$ cat src/hdl/bhs_ram.sv
// Generic simple dual-port RAM with one write port and a registered read port.
module bhs_ram #(
    parameter int WIDTH = 8,
    parameter int DEPTH = 16
) (
    input  logic                                   i_clk,
    input  logic                                   i_we,
    input  logic [(DEPTH > 1 ? $clog2(DEPTH) : 1)-1:0] i_waddr,
    input  logic [WIDTH-1:0]                       i_wdata,
    input  logic                                   i_re,
    input  logic [(DEPTH > 1 ? $clog2(DEPTH) : 1)-1:0] i_raddr,
    output logic [WIDTH-1:0]                       o_rdata
);
    logic [WIDTH-1:0] r_mem [DEPTH];
    logic [WIDTH-1:0] r_rdata;

    always_ff @(posedge i_clk) begin
        if (i_we) begin
            r_mem[i_waddr] <= i_wdata;
        end
        if (i_re) begin
            r_rdata <= r_mem[i_raddr];
        end
    end

    assign o_rdata = r_rdata;
endmodule

$ cat config.mk
export PLATFORM = sky130hd
export DESIGN_NAME = bhs_ram
export DESIGN_NICKNAME = d
export VERILOG_FILES = /design/src/hdl/bhs_ram.sv
export SDC_FILE = /design/constraint.sdc
export NUM_CORES = 1
export LEC_CHECK = 0
export BUFFER_PORTS_ARGS = -buffer_cell sky130_fd_sc_hd__buf_2
export CAP_MARGIN = 30
export CORE_MARGIN = 1.5
export CORE_UTILIZATION = 54
export DETAILED_ROUTE_END_ITERATION = 8
export PLACE_DENSITY = 0.78
export SLEW_MARGIN = 20
export SYNTH_ARGS = -nofsm -noshare
export SYNTH_HDL_FRONTEND = slang
export SYNTH_SLANG_ARGS = --single-unit
$ cat constraint.sdc
create_clock -name i_clk -period 1.6 [get_ports i_clk]
set_input_delay 0.08 -clock i_clk [delete_from_list [all_inputs] [get_ports i_clk]]
set_output_delay 0.08 -clock i_clk [all_outputs]
set_load 0.1 [all_outputs]
-- Yosys cells after proc, flatten, opt, wreduce, memory -nomap -nowiden
Memories as Yosys holds them, arrays and structs flattened. A register that Yosys moved wholly into a read port is not among the register bits.
Cells that the tools add are included.
- muxes and demuxes: 2
- operator list (kind ; number):
    $mux W1 ; 2
- flip-flop bits (word level): 0
- memory bits (writable): 128
- input bits: 19
- memories kept: 1
- memories (memory ; words ; bits a word ; read ports ; clocked after memory_dff ; write ports ; RTL line ; text):
    r_mem ; 16 ; 8 ; 1 ; 1 ; 1 ; 14 ; logic [WIDTH-1:0] r_mem [DEPTH];

-- Depth between registers and ports, before layout
- word-level depth: 2
- gate-level depth with buffers: 5
- mapped depth without buffers: 3

-- Least setup slack after synthesis
Ideal clock, no wire load.
- path type: input to register
- from: input i_waddr[2] (netlist bit)
- to: memory r_mem[0][0], enable pin
- library setup time: 0.383 ns
- data arrival time: 1.190 ns
- required time: 1.217 ns
- path slack: 0.027 ns
- stages: 2
- path buffers: 0
- cell sequence: or3b_2 > nor3_1
- RTL lines (what ; RTL line ; text):
    from (decl) ; 8 ; input logic [(DEPTH > 1 ? $clog2(DEPTH) : 1)-1:0] i_waddr,
    to (decl) ; 14 ;
No word-level cell before the write port.

==> results.py <==
metrics = {
    "clock_tree": {
        "cts-root-buf": "clkbuf_8",
        "insertion_delay_ns": 0.52,
        "htreeDepth": 4,
        "cts_tree": "done",
        "cts_buffers": 17,
        "clk_pin_slew_ns": 0.06,
        "clkSinkCount": 136,
        "cts_buffer_depth": 2,
        "postCtsSetupBuffers": 0,
    },
    "placed_design": {
        "hpwl_um": 6460,
        "dpl-instance-area_um2": 5690,
        "preCtsSetupSlack_ns": -0.0811,
        "placed_cells": 405,
        "gp_congestion": 0.806,
        "port-buffer-count": 26,
    },
    "logic_synthesis": {
        "synth_enable_flop_cells": 136,
        "synth_cells": 229,
        "synthArstFlopShare": 0,
        "synth_area_um2": 5230,
        "syn_nets": 248,
        "synth-seq-cells": 136,
        "synth.distinct_cells": 18,
        "synthFlopType": "edfxtp_1",
        "yosysSeqAreaShare": 0.781,
        "synth_area_per_cell_um2": 22.8,
        "ys_warn_count": 0,
    },
    "routing": {
        "drtPass1Iterations": 6,
        "drtIter0Drc": 218,
        "wl_per_cell_um": 23.8,
        "viasPerCell": 5.98,
        "antenna_left": 0,
        "vias": 2653,
        "drcViolationCount": 0,
        "finalWirelength_um": 10500,
    },
    "finish": {
        "drive_gt1_frac": 0.327,
        "insertedDiodeCount": 0,
        "final_cells": 444,
        "finalInstanceArea_um2": 6340,
        "final_common_cell": "edfxtp_1",
        "final_util": 0.680,
        "mostFrequentLayoutCells": "edfxtp_1, buf_4, buf_2, mux4_2, clkbuf_16",
        "final_nets": 323,
        "areaGrowthSynthToFinish_pct": 21.3,
    },
    "die": {
        "start_util": 0.560,
        "dieWidth_um": 101,
        "placementRows": 35,
        "dieArea_um2": 10300,
        "core_um2": 9330,
        "dieHeight_um": 101,
        "ioPinCount": 27,
    },
    "power": {
        "p_int_mw": 6.55,
        "switching_share": 0.204,
        "total_power_mw": 8.22,
        "p_seq_frac": 0.491,
        "switchingPower_mw": 1.68,
        "ir_drop_uv": 821,
        "combPwrFrac": 0.064,
        "clockPowerShare": 0.445,
        "p_per_area_nw_per_um2": 1300,
        "p_leak_nw": 2.18,
    },
    "global_routing": {
        "grt_pass1_wl_um": 15700,
        "grt_start_max_net_pins": 28,
        "antenna_found_initial": 0,
        "grt_pass1_vias": 2659,
        "grt.total_usage": 0.227,
        "grt.overflow.total": 0,
    },
    "sta": {
        "finalCritPeriodShare": 0.949,
        "finalWorstPathRequiredPeriod_ns": 1.52,
        "whs_ns": 0.137,
        "fmax_ghz": 0.658,
        "drv_slew": 0,
        "worstMarginPinSlew_ns": 0.491,
        "hold_viol_final": 0,
        "max_slew_margin": 0.675,
        "finalSetupTns_ns": 0,
        "rsz0062_at_grt": "false",
        "clock_skew_ns": 0.0108,
        "setup_viol": 0,
        "timing.final.ws_setup_ns": 0.0810,
    },
    "hold_path": {
        "hold_class": "in -> reg",
    },
    "critical_path": {
        "crit_arrival_ns": 1.78,
        "critPathLaunchType": "flop",
        "crit_buf_inv": 1,
        "crit_fanout": 1,
        "cp_cell_sequence": "mux4_1, a22oi_2, buf_4, nand2_1",
        "path_delay_family": "multiplexers",
        "cp_slowest_cell": "mux4_1",
        "criticalPathCategory": "reg -> reg",
        "reg2reg_slack_ns": 0.08,
        "crit_required_ns": 1.86,
        "end_kind": "flop",
        "max_stage_delay_ns": 0.52,
    },
    "run": {
        "drv_cap": 0,
    },
    "status": {
        "outcome": "completed",
    },
}
-- synth_stat cells, types with 2 or more instances --
cell / instances / area [µm²]
edfxtp_1: 136 / 4080
mux4_2: 18 / 405
a22oi_1: 16 / 120
mux4_1: 14 / 368
nor2_1: 13 / 48.8
nand2_1: 9 / 33.8
nor3_1: 4 / 20.0
buf_2: 3 / 15.0
buf_6: 3 / 33.8
clkdlybuf4s25_2: 3 / 30.0
nand2b_1: 2 / 12.5
nand3b_1: 2 / 15.0
-- final timing paths --
kind,from,end,depth (start not counted)
hold reg to reg,r_mem[15][0]$_DFFE_PP_,o_rdata[0]$_DFFE_PP_,3
setup / recovery,r_mem[1][0]$_DFFE_PP_,o_rdata[0]$_DFFE_PP_,4
hold / removal,i_waddr[0],r_mem[0][4]$_DFFE_PP_,3
setup reg to reg,r_mem[1][0]$_DFFE_PP_,o_rdata[0]$_DFFE_PP_,4
-- power by group through the flow --
stage	Combinational, mW	Clock [mW]	Sequential (mW)
detailed placement	0.504	0	4.11
finish	0.526	3.66	4.04
CTS	0.526	3.72	4.04
global placement	0.491	0	4.11
global route	0.555	3.87	4.04
floorplan	0.203	0	4.23
-- cell type report --
class	instances	area, µm²
clock inverters	9	128
well taps	129	161
clock buffers	21	429
flip-flops and latches	136	4080
repair buffers	66	478
multi-input cells	83	1060
fillers	578	2990
-- routing by layer --
layer  GRT usage  routed length [µm]  vias up
li1            -                   -     1130
met1       0.310                4570     1389
met2       0.354                5170      115
met3      0.0614                 594       19
met4      0.0929                 220        0
met5           0                   0        -
-- sequential cells by signal, indices dropped and copies added (netlist names) --
| name | cells |
|---|---|
| o_rdata | 8 |
| r_mem | 128 |
-- cell families (layout without fill, tap and decap cells) --
| kind of cell | count (synthesis) | count (layout) | share of synthesized area |
|---|---|---|---|
| AOI/OAI and AO/OA | 16 | 16 | 0.0230 |
| buffers and inverters | 10 | 96 | 0.0165 |
| and+or+nand+nor | 35 | 35 | 0.0314 |
| DFF | 136 | 136 | 0.781 |
| muxes | 32 | 32 | 0.148 |
-- repair_timing --
| item | in CTS | in global routing |
|---|---|---|
| hold buffers | 9 | 0 |
| endpoints found under the setup margin | 0 | 1 |
| hold endpoints to repair | 136 | 0 |
| resized for setup | 0 | 2 |
-- worst reg2reg max path: stages, from the launching register on --
cell and delay [ns]:
edfxtp_1 0.36, mux4_1 0.52, a22oi_2 0.20, buf_4 0.15, nand2_1 0.05
Note: power is estimated with default switching activity, not from simulation.
