===== src/hdl/bhs_pkg.sv =====
// Shared types and constants of the bucketed hash set.
package bhs_pkg;

    localparam int BC_W    = 9;   // bucket count register width
    localparam int KEY_W   = 32;  // key field width
    localparam int BIDX_W  = 8;   // reported bucket index width
    localparam int OP_W    = 2;   // opcode width
    localparam int DIGIT_W = 4;   // quotient bits retired per modulo step
    localparam int REM_W   = BC_W + 1;

    localparam logic [BC_W-1:0] BC_RESET = 9'd16;

    typedef logic [OP_W-1:0] t_op;

    localparam t_op OP_ADD   = 2'd0;
    localparam t_op OP_QUERY = 2'd1;
    localparam t_op OP_ERASE = 2'd2;

    localparam logic ST_OK   = 1'b0;
    localparam logic ST_FULL = 1'b1;

    typedef enum logic [2:0] {
        S_CLR,
        S_IDLE,
        S_MOD,
        S_RD,
        S_SCAN,
        S_UPD,
        S_OUT
    } t_state;

endpackage


===== src/hdl/bhs_mod.sv =====
// Iterative modulo unit: remainder of a key by the bucket count, four bits per cycle.
module bhs_mod #(
    parameter int KW = 32
) (
    input  logic                     i_clk,
    input  logic                     i_rst_n,
    input  logic                     i_start,
    input  logic [KW-1:0]            i_dividend,
    input  logic [bhs_pkg::BC_W-1:0] i_divisor,
    output logic                     o_done,
    output logic [bhs_pkg::REM_W-1:0] o_rem
);
    import bhs_pkg::*;

    localparam int STEPS = (KW + DIGIT_W - 1) / DIGIT_W;
    localparam int DW    = STEPS * DIGIT_W;
    localparam int CW    = (STEPS > 1) ? $clog2(STEPS) : 1;

    logic [DW-1:0]    r_div, n_div;
    logic [REM_W-1:0] r_rem, n_rem;
    logic [CW-1:0]    r_cnt, n_cnt;
    logic             r_busy, n_busy;
    logic             r_done, n_done;

    always_comb begin
        logic [REM_W-1:0] rem;
        rem    = r_rem;
        n_div  = r_div;
        n_cnt  = r_cnt;
        n_busy = r_busy;
        n_done = 1'b0;
        if (i_start) begin
            n_div  = DW'(i_dividend);
            n_cnt  = '0;
            n_busy = 1'b1;
            rem    = '0;
        end else if (r_busy) begin
            // Restoring long division; the remainder always stays below the divisor.
            for (int b = 0; b < DIGIT_W; b++) begin
                rem = {rem[REM_W-2:0], r_div[DW-1-b]};
                if (rem >= {1'b0, i_divisor}) begin
                    rem = rem - {1'b0, i_divisor};
                end
            end
            n_div = r_div << DIGIT_W;
            n_cnt = r_cnt + CW'(1);
            if (r_cnt == CW'(STEPS - 1)) begin
                n_busy = 1'b0;
                n_done = 1'b1;
            end
        end
        n_rem = rem;
    end

    always_ff @(posedge i_clk) begin
        if (!i_rst_n) begin
            r_busy <= 1'b0;
            r_done <= 1'b0;
            r_cnt  <= '0;
        end else begin
            r_busy <= n_busy;
            r_done <= n_done;
            r_cnt  <= n_cnt;
        end
        r_div <= n_div;
        r_rem <= n_rem;
    end

    assign o_done = r_done;
    assign o_rem  = r_rem;
endmodule


===== config.mk =====
export PLATFORM = sky130hd
export DESIGN_NAME = bhs_mod
export DESIGN_NICKNAME = d
export VERILOG_FILES = /design/src/hdl/bhs_pkg.sv /design/src/hdl/bhs_mod.sv
export SDC_FILE = /design/constraint.sdc
export NUM_CORES = 1
export LEC_CHECK = 0
export BUFFER_PORTS_ARGS = -buffer_cell sky130_fd_sc_hd__buf_2
export CAP_MARGIN = 20
export CORE_ASPECT_RATIO = 0.7
export CORE_MARGIN = 1.5
export CORE_UTILIZATION = 59
export CTS_CLUSTER_DIAMETER = 100
export CTS_CLUSTER_SIZE = 12
export DETAILED_ROUTE_END_ITERATION = 6
export GPL_ROUTABILITY_DRIVEN = 0
export PLACE_DENSITY = 0.85
export REMOVE_ABC_BUFFERS = 1
export SLEW_MARGIN = 20
export SYNTH_ARGS = -nofsm -noshare
export SYNTH_HDL_FRONTEND = slang
export SYNTH_SLANG_ARGS = --single-unit

===== constraint.sdc =====
create_clock -name i_clk -period 9.39 [get_ports i_clk]
set_clock_uncertainty 0.15 [all_clocks]
set_input_delay 0 -clock i_clk [delete_from_list [all_inputs] [get_ports i_clk]]
set_output_delay 0 -clock i_clk [all_outputs]
set_load 0.01 [all_outputs]

After elaboration in Yosys (flattened, before gate mapping) --
Cells that the tools add are included.
Operators by class: add/subtract/negate cells 5, $lt $le $gt $ge 4, eq/ne operators 1, mux-type cells 16, bitwise operators 2, reduce and logical (&&, ||, !) cells 3
Operators by type and width (number):
- $mux W9 | 9
- $mux W32 | 2
- $ge A10 B9 Y1 | 4
- $sub A9 B9 Y9 | 3
- $mux W10 | 1
- $sub A10 B9 Y10 | 1
- $mux W1 | 4
- $add A3 B1 Y3 const B | 1
- $eq A3 B3 Y1 const B | 1
- $reduce_or A3 Y1 | 1
- $not A1 Y1 | 2
- $reduce_bool A2 Y1 | 1
- $reduce_or A2 Y1 | 1
Storage, ports and cells: bits in registers 47, bits of input ports 44, output and inout port bits 11, word-level logic and storage cells 36

Depth between registers and ports, before layout --
depth in word-level cells 14, depth in mapped cells 38, depth with buffers taken out 36

Least setup slack after synthesis --
Ideal clock, no wire load.
path type reg2reg, start register r_div[31], end register r_rem[0], in the netlist o_rem[0], library setup time 0.079 ns, arrival time 7.616 ns, required time 9.161 ns, setup slack 1.544 ns, cell stages (with the launch flop) 38, buffers on the path 2, clock period less this slack 7.846 ns, path through edfxtp_1 -> inv_1 -> ha_1 -> inv_1 -> fa_1 -> a211oi_2 -> o2111ai_2 -> a21oi_1 -> buf_4 -> nor2_1 -> a21oi_1 -> inv_1 -> ha_1 -> a21oi_1 -> a311oi_1 -> a211oi_1 -> o31ai_2 -> clkbuf_1 -> (+2 left out) -> ha_1 -> a211oi_2 -> nor3b_1 -> o31a_1 -> nor4_1 -> and2_1 -> nor2_2 -> a221oi_1 -> inv_1 -> ha_1 -> nand4_1 -> a31oi_1 -> o21ai_0 -> nor2b_1 -> and2_4 -> a32oi_4 -> mux2_4 -> a211oi_2
On the way: cells in the longest elaborated chain, start to end 14, elaborated cells on any way between the ends 17, those cells by class add/sub (3); order compare (4); mux (10)
RTL lines:
- start: declaration | line bhs_mod.sv:19 | logic [DW-1:0] r_div, n_div;
- start signal: assignment | line bhs_mod.sv:65 | r_div <= n_div;
- $sub A9 B9 Y9 / $ge A10 B9 Y1 (equally long branches) | line bhs_mod.sv:42, bhs_mod.sv:41
- $mux W9 * | line bhs_mod.sv:41 | if (rem >= {1'b0, i_divisor}) begin
- $mux W9 * | line bhs_mod.sv:37 | end else if (r_busy) begin
- $mux W9 * | line bhs_mod.sv:32 | if (i_start) begin
- $sub A9 B9 Y9 / $ge A10 B9 Y1 (equally long branches) | line bhs_mod.sv:42, bhs_mod.sv:41
- $mux W9 * | line bhs_mod.sv:41
- $mux W9 * | line bhs_mod.sv:37
- $mux W9 * | line bhs_mod.sv:32
- $sub A9 B9 Y9 / $ge A10 B9 Y1 (equally long branches) | line bhs_mod.sv:42, bhs_mod.sv:41
- $mux W9 * | line bhs_mod.sv:41
- $mux W9 * | line bhs_mod.sv:37
- $mux W9 * | line bhs_mod.sv:32
- $ge A10 B9 Y1 * | line bhs_mod.sv:41
- $mux W10 * | line bhs_mod.sv:41
- end signal: assignment | line bhs_mod.sv:66 | r_rem <= n_rem;
- end: declaration | line bhs_mod.sv:20 | logic [REM_W-1:0] r_rem, n_rem;
Every way passes the cells marked *; elsewhere a longest branch is shown, timed or not. The select of a mux whose other input is x is not followed. A chain may end at the register's enable or synchronous reset.

Worst setup path after layout --
start register r_div[31], end register r_rem[9], in the netlist o_rem[9]
On the way: cells in the longest elaborated chain, start to end 14, elaborated cells on any way between the ends 18, those cells by class add/sub (4); order compare (4); mux (10)
RTL lines (line):
- $sub A9 B9 Y9 / $ge A10 B9 Y1 (equally long branches) | bhs_mod.sv:42, bhs_mod.sv:41
- $mux W9 * | bhs_mod.sv:41
- $mux W9 * | bhs_mod.sv:37
- $mux W9 * | bhs_mod.sv:32
- $sub A9 B9 Y9 / $ge A10 B9 Y1 (equally long branches) | bhs_mod.sv:42, bhs_mod.sv:41
- $mux W9 * | bhs_mod.sv:41
- $mux W9 * | bhs_mod.sv:37
- $mux W9 * | bhs_mod.sv:32
- $sub A9 B9 Y9 / $ge A10 B9 Y1 (equally long branches) | bhs_mod.sv:42, bhs_mod.sv:41
- $mux W9 * | bhs_mod.sv:41
- $mux W9 * | bhs_mod.sv:37
- $mux W9 * | bhs_mod.sv:32
- $sub A10 B9 Y10 / $ge A10 B9 Y1 (equally long branches) | bhs_mod.sv:42, bhs_mod.sv:41
- $mux W10 * | bhs_mod.sv:41
Marked as above.

==> run_results.csv <==
group,metric,value,unit
timing,setup_viol_count_final,0,
logic_synthesis,synth_ff_type,"sky130_fd_sc_hd__edfxtp_1",
logic_synthesis,synthesis.yosys.warnings,0,
job,cap_viol_max_count,0,
routing,routed_wire_length_per_instance,19.85,um
hold_path,holdCritPathClass,"in -> reg",
logic_synthesis,post_synth_instance_area,4105,um2
grt,first_global_vias,3718,
setup_path,r2r-start,"r_div[31]$_DFFE_PP_",
clocking,worst_skew_pair.late_latency,310,ps
routing,num_vias,3891,
grt,grt-busiest-layer,"met2",
routing,number_of_detailed_routing_iterations_run_before_antenna_repair,7,
logic_synthesis,synth_edf_count,32,
die,fp.dieArea,7476,um2
grt,antenna_found_initial,0,
place,dp.final_hpwl,8192,um
layout,antennaDiodeCount,0,
logic_synthesis,synth.avg_cell_area,9.682,um2
place,preCtsSetupSlack,397.4,ps
grt,global_route_met1_utilization,43.10,%
setup_path,crit_required,9450,ps
die,core_area,6756,um2
setup_path,crit_path_top_delay_cell,"sky130_fd_sc_hd__a2111oi_0",
setup_path,cp.arrival,9020,ps
die,start_util,60.76,%
layout,layout_common_cells,"54 x sky130_fd_sc_hd__buf_2, 38 x sky130_fd_sc_hd__ha_1, 33 x sky130_fd_sc_hd__inv_1, 33 x sky130_fd_sc_hd__nor2_1, 33 x sky130_fd_sc_hd__dlygate4sd3_1",
clocking,cts.sinks,47,
routing,wl,12070,um
outcome,result_of_the_run,"finished clean",
setup_path,cp_slowest_stage_delay,560,ps
routing,number_of_remaining_drc_errors,0,
logic_synthesis,synth.lib_cells_used.distinct,70,
clocking,ctsHtreeMaxLevel,2,
clocking,cts_tree,"built",
grt,grt_usage,33.07,%
timing,grt_setup_unrepaired,"no",
setup_path,critPathBufInv,6,
setup_path,critPathTopFamily,"compound AO/OA/AOI/OAI gates",
timing,timing.fmax,0.1116,GHz
grt,grt.met3_usage,6.226,%
grt,groute.layer.met2.usage,55.78,%
clocking,cts.reportedPaths.clkPinSlew,90,ps
timing,layout_min_cycle_time,8961,ps
setup_path,worstSetupStartpointType,"flip-flop",
timing,fin_crit_sh,95.43,%
clocking,cts-buffers-inserted,5,
timing,final-hold-violation-count,0,
die,dieHeight,72.79,um
layout,layout.nets,599,
grt,grt_start_max_net_pins,48,
layout,layout_commonest_cell,"sky130_fd_sc_hd__buf_2",
layout,total_area_of_multi_input_combinational_cells,2700,um2
grt,grt_first_pass_wirelength,18500,um
logic_synthesis,synthArstFlopShare,0,%
setup_path,critPathMostFrequentCell,"sky130_fd_sc_hd__inv_1",
setup_path,critPathLaunch,"r_div[31]$_DFFE_PP_",
die,floorplan.die.width,102.7,um
routing,avgViaCountPerCell,6.400,
logic_synthesis,synth-seq-cells,47,
hold_path,timing.hold.worst.start,"i_divisor[0]",
routing,final_antenna_net_count,0,
routing,drt-initial-drc-count,486,
timing,finalMaxSlewViolations,0,
timing,timing_worst_slew_pin_value,946.2,ps
layout,area.sequential,1261,um2
logic_synthesis,netlist_instances,424,
die,pin_count,55,
layout,layout_cell_share_with_drive_strength_beyond_1,24.90,%
timing,timing.hold.ws,177.9,ps
die,fp-row-count,25,
grt,globalRouteOverflowTotal,0,
place,placement.io_buffers,54,
logic_synthesis,synth_seq_area_share,30.72,%
layout,num-fill-cells,472,
clocking,clk_path_buf_depth,2,
setup_path,critical_path_fanout_max,15,
setup_path,worst-setup-path-type,"reg -> reg",
layout,area.growth.synth_to_final,21.24,%
timing,slew_headroom,36.54,%
timing,fin_setup_tns,0,ps
clocking,cts-root-buf,"sky130_fd_sc_hd__clkbuf_8",
timing,fin_ws,429.4,ps
setup_path,end_kind,"flip-flop",
[final cells by class]
type                    instances  share of cell area (%)
clock inverters                 3                   1.357
inverters                      33                   2.489
repair buffers                 92                   12.82
well taps                      94                   2.363
flip-flops and latches         47                   25.34
clock buffers                   5                   1.383
multi-input cells             334                   54.25
[synthesized netlist by cell type (3+ instances only)]
master                      n  area share (%)
sky130_fd_sc_hd__nor2_1    33             3.0
sky130_fd_sc_hd__a21boi_0   4            0.73
sky130_fd_sc_hd__a311oi_1   4            0.85
sky130_fd_sc_hd__mux2i_1    4            0.98
sky130_fd_sc_hd__nand2b_1   5            0.76
sky130_fd_sc_hd__nand3_1    8            0.98
sky130_fd_sc_hd__nor2b_1    8             1.2
sky130_fd_sc_hd__mux2_2    31             8.5
sky130_fd_sc_hd__nor3b_1    6             1.1
sky130_fd_sc_hd__and2_1     6            0.91
sky130_fd_sc_hd__a21oi_1   21             2.6
sky130_fd_sc_hd__a31oi_1    7             1.1
sky130_fd_sc_hd__o21a_1     5            0.91
sky130_fd_sc_hd__fa_1       4             2.0
sky130_fd_sc_hd__a221oi_1   3            0.64
sky130_fd_sc_hd__dfxtp_1   15             7.3
sky130_fd_sc_hd__xor2_1     7             1.5
sky130_fd_sc_hd__clkbuf_1   5            0.46
sky130_fd_sc_hd__inv_1     33             3.0
sky130_fd_sc_hd__ha_1      38              12
sky130_fd_sc_hd__buf_1      3            0.27
sky130_fd_sc_hd__o22ai_1    3            0.46
sky130_fd_sc_hd__o21ai_0   18             2.2
sky130_fd_sc_hd__edfxtp_1  32              23
sky130_fd_sc_hd__xnor2_1   14             3.0
sky130_fd_sc_hd__nand2_1   24             2.2
sky130_fd_sc_hd__o31ai_1    7             1.3
sky130_fd_sc_hd__nor3_1     4            0.49
sky130_fd_sc_hd__a21o_1     9             1.6
sky130_fd_sc_hd__a211oi_1   4            0.73
sky130_fd_sc_hd__nand4_1    7             1.1
sky130_fd_sc_hd__a211oi_2   5             1.5
[worst reg2reg max path: cells and delay by family, from the launching register on]
kind | cells | cell delay [ps]
flip-flops | 1 | 370
AND/OR/NAND/NOR | 7 | 910
AO/OA/AOI/OAI | 17 | 4570
multiplexers | 2 | 550
adder cells (fa/ha/maj) | 5 | 1650
buffers and inverters | 6 | 690
[path summary, 6_finish.rpt]
path	slack [ps]	cells past startpoint	endpoint
setup reg to reg	430	37	o_rem[9]$_SDFFE_PP0P_
hold reg to reg	370	2	r_cnt[2]$_SDFFE_PP0P_
setup / recovery	430	37	o_rem[9]$_SDFFE_PP0P_
hold / removal	180	4	o_rem[0]$_SDFFE_PP0P_
[sequential cells by signal (all words and copies together), names as in the netlist]
register,cells
o_done,1
r_cnt,3
r_div,32
r_busy,1
o_rem,10
[through the flow]
step | std cells | util, % | area [um2]
final | 608 | 73.67 | 4977
after CTS | 605 | 72.91 | 4926
after floorplan | 414 | - | 4056
after global placement | 564 | 66.00 | 4459
after detailed placement | 564 | 66.00 | 4459
after global routing | 608 | 73.67 | 4977
[per-layer routing]
layer	share of wire, %	routed length (um)	up-vias
met3	11	1380	42
met4	2.9	353	0
met5	0	0	-
met1	38	4628	1805
li1	-	-	1781
met2	47	5707	263
[kinds of logic (layout without fill, tap and decap cells)]
group	Yosys count	in the layout	synth area share, %
AOI/OAI and AO/OA	120	120	22.92
and+or+nand+nor	114	114	14.02
DFF	47	47	30.72
buffers and inverters	43	133	4.206
adders and majority gates	42	42	13.53
muxes	37	37	10.12
xor gates and xnor gates	21	21	4.480
[timing repair]
action                                  in CTS  in global routing
resized for setup                            0                  6
endpoints found under the setup margin       0                 10
endpoints found under the hold margin       37                  0
buffers inserted                             0                  3
hold buffers                                33                  0
Power is not shown: default switching activity piles up to over one toggle a cycle in this logic, so the estimate is an artifact.
